===== config.mk =====
export PLATFORM = sky130hd
export DESIGN_NAME = pointer_gesture_recognizer_core
export DESIGN_NICKNAME = d
export VERILOG_FILES = /design/src/rtl/core/pgr_pkg.sv /design/src/rtl/core/pointer_gesture_recognizer_core.sv
export VERILOG_INCLUDE_DIRS = /design/src /design/src/rtl/core
export SDC_FILE = /design/constraint.sdc
export NUM_CORES = 2
export LEC_CHECK = 0
export BUFFER_PORTS_ARGS = -buffer_cell sky130_fd_sc_hd__buf_4
export CAP_MARGIN = 20
export CELL_PAD_IN_SITES_DETAIL_PLACEMENT = 0
export CELL_PAD_IN_SITES_GLOBAL_PLACEMENT = 1
export CORE_ASPECT_RATIO = 1.25
export CORE_UTILIZATION = 40
export DETAILED_ROUTE_END_ITERATION = 8
export GPL_TIMING_DRIVEN = 1
export PLACE_DENSITY = 0.79
export SLEW_MARGIN = 10
export SYNTH_ARGS = -nofsm -noshare
export SYNTH_HDL_FRONTEND = slang
export SYNTH_SLANG_ARGS = --single-unit

===== constraint.sdc =====
create_clock -name i_clk -period 21.7 [get_ports i_clk]
set_clock_uncertainty 0.2 [all_clocks]
set_input_delay 4.34 -clock i_clk [delete_from_list [all_inputs] [get_ports i_clk]]
set_output_delay 4.34 -clock i_clk [all_outputs]
set_load 0.01 [all_outputs]

===== src/rtl/core/pointer_gesture_recognizer_core_defines.svh =====
// ----------------------------------------------------------------------------
// Assertion macros for the pointer gesture recognizer
// Shared concurrent assertion wrappers; define NO_ASSERTIONS to drop them.
// ----------------------------------------------------------------------------
`ifndef POINTER_GESTURE_RECOGNIZER_CORE_DEFINES_SVH
`define POINTER_GESTURE_RECOGNIZER_CORE_DEFINES_SVH

`ifndef NO_ASSERTIONS

// Checked at every rising edge while reset is released.
`define PGR_ASSERT(lbl, clk, rst_n, prop, msg) \
    lbl: assert property (@(posedge clk) disable iff (!rst_n) prop) else $error(msg);

// Checked at every rising edge, reset included.
`define PGR_ASSERT_ALWAYS(lbl, clk, prop, msg) \
    lbl: assert property (@(posedge clk) prop) else $error(msg);

`else

`define PGR_ASSERT(lbl, clk, rst_n, prop, msg)
`define PGR_ASSERT_ALWAYS(lbl, clk, prop, msg)

`endif

`endif


===== src/rtl/core/pgr_pkg.sv =====
// ----------------------------------------------------------------------------
// Pointer gesture recognizer package
// Field widths, event and register codes, and reset values.
// ----------------------------------------------------------------------------
package pgr_pkg;

    localparam int unsigned POS_W     = 16;
    localparam int unsigned DT_W      = 16;
    localparam int unsigned DELTA_W   = 17;
    localparam int unsigned GEST_W    = 2;
    localparam int unsigned MODE_W    = 2;
    localparam int unsigned THR_W     = 15;
    localparam int unsigned THR_SQ_W  = 2 * THR_W;
    localparam int unsigned CFG_IDX_W = 2;
    localparam int unsigned CFG_DAT_W = 16;

    // Time counters only need to tell values above the largest 16-bit limit.
    localparam int unsigned TIME_W    = DT_W + 1;

    localparam int unsigned S_TDATA_W = 3 * POS_W + DT_W;
    localparam int unsigned M_DATA_W  = 3 * DELTA_W;
    localparam int unsigned M_TDATA_W = ((M_DATA_W + 7) / 8) * 8;
    localparam int unsigned M_TUSER_W = GEST_W + 1;

    // Event kinds carried in the input tuser.
    localparam logic [MODE_W-1:0] MODE_DOWN = 2'd0;
    localparam logic [MODE_W-1:0] MODE_MOVE = 2'd1;
    localparam logic [MODE_W-1:0] MODE_UP   = 2'd2;
    localparam logic [MODE_W-1:0] MODE_TICK = 2'd3;

    // Reported gesture codes.
    localparam logic [GEST_W-1:0] GEST_TAP    = 2'd0;
    localparam logic [GEST_W-1:0] GEST_DOUBLE = 2'd1;
    localparam logic [GEST_W-1:0] GEST_LONG   = 2'd2;
    localparam logic [GEST_W-1:0] GEST_DRAG   = 2'd3;

    // Configuration register indexes.
    localparam logic [CFG_IDX_W-1:0] CFG_DRAG_THRESHOLD     = 2'd0;
    localparam logic [CFG_IDX_W-1:0] CFG_LONG_PRESS_TIMEOUT = 2'd1;
    localparam logic [CFG_IDX_W-1:0] CFG_DOUBLE_TAP_WINDOW  = 2'd2;

    localparam logic [THR_SQ_W-1:0]  RST_THR_SQ      = 30'd100;
    localparam logic [DT_W-1:0]      RST_LONG_PRESS  = 16'd500;
    localparam logic [DT_W-1:0]      RST_DOUBLE_TAP  = 16'd300;
    localparam logic [TIME_W-1:0]    RST_SINCE_TAP   = 17'd1000;

    typedef struct packed {
        logic [DT_W-1:0]         dt_ms;
        logic signed [POS_W-1:0] pos_z;
        logic signed [POS_W-1:0] pos_y;
        logic signed [POS_W-1:0] pos_x;
        logic [MODE_W-1:0]       mode;
    } t_event;

    typedef struct packed {
        logic signed [DELTA_W-1:0] delta_z;
        logic signed [DELTA_W-1:0] delta_y;
        logic signed [DELTA_W-1:0] delta_x;
        logic                      drag_ended;
        logic [GEST_W-1:0]         gesture;
    } t_report;

endpackage


===== src/rtl/core/pointer_gesture_recognizer_core.sv =====
// ----------------------------------------------------------------------------
// Pointer gesture recognizer core
// Turns pointer events into tap, double tap, long press and drag reports.
// ----------------------------------------------------------------------------
// One pointer event is taken per clock cycle while the result register is not
// stalled. When an event causes a report, the event is first held in the input
// register, and its report is then written to the result register and held
// there until it is taken. The per-event stage holds the
// distance check, three 16 x 16 squarers feeding a sum that is compared
// against the squared drag threshold, and that path sets the clock rate. The
// squared threshold is formed when the threshold register is written.
// A stalled result register holds the stream back one stage at a time.
`include "pointer_gesture_recognizer_core_defines.svh"

module pointer_gesture_recognizer_core (
    input  logic                                i_clk,
    input  logic                                i_rst_n,
    // Configuration write channel.
    input  logic                                i_cfg_valid,
    output logic                                o_cfg_ready,
    input  logic [pgr_pkg::CFG_IDX_W-1:0]       i_cfg_index,
    input  logic [pgr_pkg::CFG_DAT_W-1:0]       i_cfg_data,
    // Event stream.
    input  logic                                i_s_tvalid,
    output logic                                o_s_tready,
    // tdata, low bit up: pos_x[15:0], pos_y[15:0], pos_z[15:0], dt_ms[15:0]
    input  logic [pgr_pkg::S_TDATA_W-1:0]       i_s_tdata,
    // tuser: mode[1:0]
    input  logic [pgr_pkg::MODE_W-1:0]          i_s_tuser,
    // Report stream.
    output logic                                o_m_tvalid,
    input  logic                                i_m_tready,
    // tdata, low bit up: delta_x[16:0], delta_y[16:0], delta_z[16:0], zero pad
    output logic [pgr_pkg::M_TDATA_W-1:0]       o_m_tdata,
    // tuser, low bit up: gesture[1:0], drag_ended
    output logic [pgr_pkg::M_TUSER_W-1:0]       o_m_tuser
);
    import pgr_pkg::*;

    typedef enum logic [2:0] {
        PH_IDLE, PH_POSSIBLE, PH_BEGAN, PH_CHANGED, PH_ENDED
    } t_phase;

    typedef enum logic [2:0] {
        KD_NONE, KD_TAP, KD_DOUBLE, KD_LONG, KD_DRAG
    } t_kind;

    // Configuration.
    logic [THR_SQ_W-1:0] r_thr_sq;
    logic [DT_W-1:0]     r_long_press;
    logic [DT_W-1:0]     r_double_tap;
    logic [THR_W-1:0]    w_thr;

    // Recognizer state.
    t_phase                    r_phase, n_phase;
    t_kind                     r_kind, n_kind;
    logic signed [POS_W-1:0]   r_start [3];
    logic signed [POS_W-1:0]   n_start [3];
    logic signed [POS_W-1:0]   r_last [3];
    logic signed [POS_W-1:0]   n_last [3];
    logic [TIME_W-1:0]         r_press, n_press;
    logic [TIME_W-1:0]         r_since, n_since;
    logic [1:0]                r_taps, n_taps;

    // Pipeline registers.
    logic    r_in_valid;
    t_event  r_in;
    logic    r_out_valid;
    t_report r_out;

    logic                      w_proc;
    logic                      w_emit;
    t_report                   w_rep;
    logic signed [POS_W-1:0]   w_pos [3];
    logic [POS_W-1:0]          w_mag [3];
    logic [2*POS_W-1:0]        w_sq [3];
    logic [2*POS_W+1:0]        w_sum;
    logic                      w_within;
    logic [TIME_W:0]           w_press_sum;
    logic [TIME_W:0]           w_since_sum;
    logic [TIME_W-1:0]         w_press_adv;
    logic [TIME_W-1:0]         w_since_adv;
    logic [1:0]                w_taps_inc;

    assign w_thr       = i_cfg_data[THR_W-1:0];
    assign o_cfg_ready = 1'b1;

    always_ff @(posedge i_clk) begin
        if (!i_rst_n) begin
            r_thr_sq     <= RST_THR_SQ;
            r_long_press <= RST_LONG_PRESS;
            r_double_tap <= RST_DOUBLE_TAP;
        end else if (i_cfg_valid) begin
            case (i_cfg_index)
                CFG_DRAG_THRESHOLD:     r_thr_sq     <= w_thr * w_thr;
                CFG_LONG_PRESS_TIMEOUT: r_long_press <= i_cfg_data;
                CFG_DOUBLE_TAP_WINDOW:  r_double_tap <= i_cfg_data;
                default: ;
            endcase
        end
    end

    // The event in the input register moves on when the result register can
    // take whatever it produces.
    assign w_proc     = r_in_valid && (!r_out_valid || i_m_tready);
    assign o_s_tready = !r_in_valid || w_proc;

    assign w_pos[0] = r_in.pos_x;
    assign w_pos[1] = r_in.pos_y;
    assign w_pos[2] = r_in.pos_z;

    always_comb begin
        logic signed [POS_W:0] d;
        for (int i = 0; i < 3; i++) begin
            d = {w_pos[i][POS_W-1], w_pos[i]} - {r_start[i][POS_W-1], r_start[i]};
            // The magnitude of a 16-bit difference fits in 16 bits.
            w_mag[i] = d[POS_W] ? POS_W'(-d) : POS_W'(d);
            w_sq[i]  = w_mag[i] * w_mag[i];
        end
        w_sum = {2'b00, w_sq[0]} + {2'b00, w_sq[1]} + {2'b00, w_sq[2]};
    end

    assign w_within = w_sum <= {4'd0, r_thr_sq};

    // Saturating time advance; saturating above every 16-bit limit keeps all
    // comparisons exact.
    assign w_press_sum = {1'b0, r_press} + {2'b00, r_in.dt_ms};
    assign w_since_sum = {1'b0, r_since} + {2'b00, r_in.dt_ms};
    assign w_press_adv = w_press_sum[TIME_W] ? {TIME_W{1'b1}} : w_press_sum[TIME_W-1:0];
    assign w_since_adv = w_since_sum[TIME_W] ? {TIME_W{1'b1}} : w_since_sum[TIME_W-1:0];
    assign w_taps_inc  = (r_taps == 2'd3) ? 2'd3 : r_taps + 2'd1;

    always_comb begin
        logic [GEST_W-1:0] gest;
        n_phase = r_phase;
        n_kind  = r_kind;
        n_start = r_start;
        n_last  = r_last;
        n_press = w_press_adv;
        n_since = w_since_adv;
        n_taps  = r_taps;
        w_emit  = 1'b0;
        gest    = GEST_TAP;

        if (r_phase == PH_POSSIBLE && w_press_adv > {1'b0, r_long_press}
                && r_in.mode != MODE_DOWN && w_within) begin
            n_last  = w_pos;
            n_kind  = KD_LONG;
            n_phase = PH_ENDED;
            n_taps  = 2'd0;
            w_emit  = 1'b1;
            gest    = GEST_LONG;
        end else begin
            case (r_in.mode)
                MODE_DOWN: begin
                    if (w_since_adv > {1'b0, r_double_tap}) begin
                        n_taps = 2'd0;
                    end
                    n_phase = PH_POSSIBLE;
                    n_start = w_pos;
                    n_last  = w_pos;
                    n_press = '0;
                end
                MODE_MOVE: begin
                    if (r_phase inside {PH_POSSIBLE, PH_BEGAN, PH_CHANGED}) begin
                        if (!w_within && r_kind != KD_DRAG) begin
                            // Drag begins; the last point stays as it was.
                            n_kind  = KD_DRAG;
                            n_phase = PH_BEGAN;
                            w_emit  = 1'b1;
                            gest    = GEST_DRAG;
                        end else begin
                            if (!w_within) begin
                                n_phase = PH_CHANGED;
                            end
                            n_last = w_pos;
                        end
                    end
                end
                MODE_UP: begin
                    if (r_phase == PH_POSSIBLE) begin
                        n_taps  = w_taps_inc;
                        n_kind  = w_taps_inc[1] ? KD_DOUBLE : KD_TAP;
                        n_phase = PH_ENDED;
                        n_since = '0;
                        w_emit  = 1'b1;
                        gest    = w_taps_inc[1] ? GEST_DOUBLE : GEST_TAP;
                    end else if (r_phase inside {PH_BEGAN, PH_CHANGED}) begin
                        n_phase = PH_ENDED;
                        w_emit  = 1'b1;
                        case (r_kind)
                            KD_TAP:    gest = GEST_TAP;
                            KD_DOUBLE: gest = GEST_DOUBLE;
                            KD_LONG:   gest = GEST_LONG;
                            KD_DRAG:   gest = GEST_DRAG;
                            default:   gest = GEST_TAP;
                        endcase
                    end else begin
                        n_phase = PH_IDLE;
                    end
                end
                default: ;
            endcase
        end

        w_rep.gesture    = gest;
        w_rep.drag_ended = (n_phase == PH_ENDED);
        w_rep.delta_x    = {n_last[0][POS_W-1], n_last[0]} - {n_start[0][POS_W-1], n_start[0]};
        w_rep.delta_y    = {n_last[1][POS_W-1], n_last[1]} - {n_start[1][POS_W-1], n_start[1]};
        w_rep.delta_z    = {n_last[2][POS_W-1], n_last[2]} - {n_start[2][POS_W-1], n_start[2]};
    end

    always_ff @(posedge i_clk) begin
        if (!i_rst_n) begin
            r_in_valid  <= 1'b0;
            r_out_valid <= 1'b0;
            r_phase     <= PH_IDLE;
            r_kind      <= KD_NONE;
            r_start     <= '{default: '0};
            r_last      <= '{default: '0};
            r_press     <= '0;
            r_since     <= RST_SINCE_TAP;
            r_taps      <= 2'd0;
        end else begin
            if (o_s_tready) begin
                r_in_valid <= i_s_tvalid;
            end
            if (w_proc) begin
                r_out_valid <= w_emit;
                r_phase     <= n_phase;
                r_kind      <= n_kind;
                r_start     <= n_start;
                r_last      <= n_last;
                r_press     <= n_press;
                r_since     <= n_since;
                r_taps      <= n_taps;
            end else if (i_m_tready) begin
                r_out_valid <= 1'b0;
            end
        end
    end

    always_ff @(posedge i_clk) begin
        if (o_s_tready && i_s_tvalid) begin
            r_in.mode  <= i_s_tuser;
            r_in.pos_x <= i_s_tdata[POS_W-1:0];
            r_in.pos_y <= i_s_tdata[2*POS_W-1:POS_W];
            r_in.pos_z <= i_s_tdata[3*POS_W-1:2*POS_W];
            r_in.dt_ms <= i_s_tdata[3*POS_W+DT_W-1:3*POS_W];
        end
        if (w_proc && w_emit) begin
            r_out <= w_rep;
        end
    end

    assign o_m_tvalid = r_out_valid;
    assign o_m_tuser  = {r_out.drag_ended, r_out.gesture};
    assign o_m_tdata  = {{(M_TDATA_W - M_DATA_W){1'b0}},
                         r_out.delta_z, r_out.delta_y, r_out.delta_x};

    `PGR_ASSERT(a_begin_is_drag, i_clk, i_rst_n,
        (o_m_tvalid && !o_m_tuser[GEST_W]) |-> (o_m_tuser[GEST_W-1:0] == GEST_DRAG),
        "drag began report carries a gesture other than drag")
    `PGR_ASSERT(a_down_arms_press, i_clk, i_rst_n,
        (w_proc && r_in.mode == MODE_DOWN) |=> (r_phase == PH_POSSIBLE),
        "press event did not arm the press phase")
    `PGR_ASSERT(a_changed_is_drag, i_clk, i_rst_n,
        (r_phase == PH_CHANGED) |-> (r_kind == KD_DRAG),
        "drag changed phase without a drag as last gesture")
    `PGR_ASSERT(a_emit_reaches_output, i_clk, i_rst_n,
        (w_proc && w_emit) |=> o_m_tvalid,
        "a produced report did not reach the output register")
    `PGR_ASSERT_ALWAYS(a_empty_input_ready, i_clk,
        (i_rst_n && !r_in_valid) |-> o_s_tready,
        "empty input register refuses a transaction")

endmodule

Word level (Yosys, flattened, before mapping)
Cells that the tools add are included.
- $add $sub $neg: 14
- $mul: 4
- order comparisons: 3
- equality and inequality tests: 17
- multiplexer cells: 49
- reductions and logical operators: 25
- operators with widths (kind ; count):
    48-bit 2-to-1 mux ; 5
    17-bit 2-to-1 mux ; 7
    16-bit by 16-bit subtractor with 17-bit output ; 6
    16-bit by 16-bit multiplier with 32-bit output ; 3
    48-bit one-hot mux with 2 select lines ; 1
    16-bit 2-to-1 mux ; 3
    16-bit negator ; 3
    17-bit by 16-bit adder with 18-bit output ; 2
    33-bit by 32-bit adder with 34-bit output ; 1
    17-bit by 16-bit > comparator with 1-bit output ; 2
    34-bit by 30-bit <= comparator with 1-bit output ; 1
    32-bit by 32-bit adder with 33-bit output ; 1
    15-bit by 15-bit multiplier with 30-bit output ; 1
    3-bit 2-to-1 mux ; 10
    2-bit 2-to-1 mux ; 9
    3-bit != test, second input constant ; 5
    3-bit by 2-bit equality test with 1-bit output, second input constant ; 4
    3-bit one-hot mux with 3 select lines ; 1
    3-bit nonzero test ; 3
    1-bit 2-to-1 mux ; 8
    2-bit one-hot mux with 2 select lines ; 2
    1-bit logical AND ; 7
    2-bit equality test, second input constant ; 3
    3-bit equality test, second input constant ; 2
    other kinds (13) ; 22
- flip-flop bits (word level): 322
- input bits: 89
- output and inout bits: 62
- logic and storage cells: 138

Longest topological paths before layout
- depth after elaboration: 14
- depth in mapped cells: 77

Least setup slack after synthesis
OpenSTA, ideal clock, no wires.
- path kind: reg2reg
- start: register r_in[34] (netlist bit)
- end: register r_out, in the netlist o_m_tdata[16] (data pin)
- setup time: 0.129 ns
- arrival: 15.577 ns
- path slack: 5.794 ns
- stages on the path, launching flop included: 73
- cell sequence: edfxtp_1 > inv_1 > ha_1 > inv_1 > fa_1 > a21oi_1 > inv_1 > a21oi_1 > xnor2_1 > or4_1 > nor4_1 > nand4_1 > o21a_1 > a21o_1 > a211oi_1 > clkbuf_1 > nor2_1 > fa_1 > [37 not listed] > nor2_1 > buf_2 > buf_2 > a22oi_1 > ha_1 > inv_1 > fa_1 > a21o_1 > a21oi_1 > o21ai_0 > a21oi_1 > o21bai_1 > a21oi_1 > nor2b_1 > o31ai_1 > a2111oi_0 > o21ai_0 > a31o_2
- RTL lines (element ; RTL line ; text):
    from (decl) ; pointer_gesture_recognizer_core.sv:67 ; t_event r_in;
    to (signal assigned) ; pointer_gesture_recognizer_core.sv:252 ; r_out <= w_rep;
    to (decl) ; pointer_gesture_recognizer_core.sv:69 ; t_report r_out;

==> reports/qor.csv <==
stage,metric,value,unit
layout,layout cells sized above 1,6.23,%
floorplan,DIE AREA,122000,um2
sta,RSZ-0062 raised after global routing,false,
route,routed wire length,131000,um
cts,Post-CTS Setup Repair Bufs,0,
route,Avg Vias per Cell,5.16,
sta,part of the cycle the worst path needs,88.4,%
floorplan,initial core utilization,40.4,%
sta,fin crit period,19180,ps
worst_setup_path,Crit Path Max Fanout,78,
flow_run,number of max-cap violations,0,
grt,GRT overflow,0,
floorplan,Core ar.,120000,um2
grt,Tot GR Track Use,21.7,%
sta,setup_tns,0,ps
worst_setup_path,Critical Path End Type,flop,
yosys,Area contributors post-synth,"fa_1 (32%), ha_1 (14%), inv_1 (9.4%)",
floorplan,IO Pins,151,
sta,max frequency,0.0521,GHz
route,drt drc,0,
cts,hold buffer count at CTS,0,
grt,initial antenna violation count,0,
layout,fill count,11733,
yosys,share of the synthesized area in the top cell type,31.5,%
worst_setup_path,cell mode on critical path,fa_1,
yosys,Synth area leader,fa_1,
sta,Fin. Hold Viols,0,
worst_setup_path,Worst setup SP type,flop,
route,Antenna Nets Post-Route,0,
yosys,Post-synth EDFFs,120,
yosys,number of synthesized register bits,321,
route,via count,36081,
sta,"Slew Viols, Final",0,
cts,H-Tree Level Count,1,
layout,number of antenna cells inserted,0,
grt,pin count of the biggest net entering global routing,79,
worst_setup_path,critical path's largest stage delay,850,ps
layout,"commonest non-fill, non-tap cell in the layout",inv_1,
cts,Sink Count,321,
yosys,Yosys warnings,0,
placement,DP HPWL,109000,um
yosys,ys flop type,dfxtp_1,
layout,most frequent cells in the layout,"inv_1 (1,207), fa_1 (762), ha_1 (544)",
grt,first-pass GRT wire length,209000,um
worst_setup_path,Worst EP required,21840,ps
cts,Resized cells post-CTS,0,
yosys,Post-Synthesis Cells,5300,
cts,Max Root-Sink Buffers,3,
sta,Least-Margin Pin Slew,1170,ps
route,1st-iter DRT viols,1896,
worst_setup_path,CP Data Arrival Time,19310,ps
yosys,Synth Cell Area,48400,um2
floorplan,Die Span Y,391,um
yosys,sequential cell area fraction in the yosys report,15.8,%
floorplan,width of the die,313,um
cts,Clock transition at path regs,70,ps
cts,cts bufs inserted,30,
grt,vias in the first global route,38354,
min_path,Worst Hold Class,flop to flop,
yosys,"Avg Cell Area, Syn",9.13,um2
cts,CTS tree,yes,
layout,# nets final,6782,
cts,worst-skew pair later-pin latency,610,ps
cts,Root Buffer,clkbuf_16,
sta,slew margin rel.,21.4,%
yosys,ys async rst share,0,%
layout,Area growth syn-to-layout,8.09,%
outcome,outcome,"complete, no violations",
layout,FF/Latch Area,7630,um2
yosys,post-synth cell types,87,
route,drt wl/cell,18.7,um
placement,RePlAce Congestion,0.908,
worst_setup_path,Crit Path Category,flop to flop,
route,drt pass-1 iters,5,
worst_setup_path,Slowest cell on crit path,o32a_4,
floorplan,FP Rows,142,
sta,Finish-stage setup viols,0,
layout,area taken by multi-input logic gates,35600,um2
placement,PortBufs,144,
stage by stage:
stage,setup WS [ps],cell area [um2],instances,utilization [%],hold slack [ps]
2_1_floorplan,5790,48400,5304,-,232
4_1_cts,2650,52300,6993,43.6,256
6_report,2520,52300,6994,43.6,252
3_3_place_gp,2980,51400,6937,42.8,244
3_5_place_dp,2720,51400,6937,42.8,246
5_1_grt,1250,52300,6994,43.6,267
sequential cells by signal, summed over array words and instances, names as in the netlist:
name / cells
r_in: 66
o_m_tdata: 51
r_last: 48
r_start: 48
r_thr_sq: 29
r_press: 17
r_since: 17
r_double_tap: 16
r_long_press: 16
o_m_tuser: 3
r_kind: 3
r_phase: 3
r_taps: 2
o_m_tvalid: 1
r_in_valid: 1
synthesized netlist by cell type, types with 76 or more instances:
cell and n:
xnor2_1 130, nand2_1 410, nor2_1 452, o21ai_0 122
clkbuf_1 116, ha_1 545, edfxtp_1 120, a21o_1 76
dfxtp_1 201, fa_1 762, a21oi_1 189, inv_1 1208
routing by layer:
layer	track usage, %	routed length, um	vias up
li1	-	-	17012
met1	25.2	51200	17947
met2	40.5	68000	873
met3	2.15	5450	249
met4	8.85	5850	0
met5	0	0	-
worst max-delay path, delay by kind of cell (launching register included):
| kind | cells | cell delay (ps) |
|---|---|---|
| XOR/XNOR | 2 | 860 |
| adder cells (fa/ha/maj) | 15 | 6300 |
| AO/OA/AOI/OAI | 34 | 7790 |
| flip-flops | 1 | 430 |
| AND/OR/NAND/NOR | 6 | 1820 |
| buffers and inverters | 12 | 1470 |
final cells by class:
cell class,count,area share (%)
repair buffers,204,2.93
multi-input cells,3599,68.1
inverters,1230,8.83
clock inverters,19,0.275
well taps,1584,3.79
clock buffers,37,1.50
flip-flops and latches,321,14.6
worst paths after layout:
check | cells after the start | to | start | slack (ps)
min reg2reg | 2 | r_thr_sq[22] | r_thr_sq[22] | 250
max reg2reg | 69 | o_m_tdata[16] | r_in[2] | 2520
max | 69 | o_m_tdata[16] | r_in[2] | 2520
min | 2 | r_thr_sq[22] | r_thr_sq[22] | 250
kinds of logic after synthesis:
kind of cell | after synthesis | share of synthesized area [%]
adders and majority gates | 1307 | 45.6
and+or+nand+nor | 1235 | 11.4
other | 2 | 0.0155
muxes | 55 | 1.16
DFF | 321 | 15.8
AOI/OAI and AO/OA | 794 | 11.4
xor gates and xnor gates | 202 | 3.67
buffers and inverters | 1384 | 11.0
Power is not shown: default switching activity piles up to over one toggle a cycle in this logic, so the estimate is an artifact.
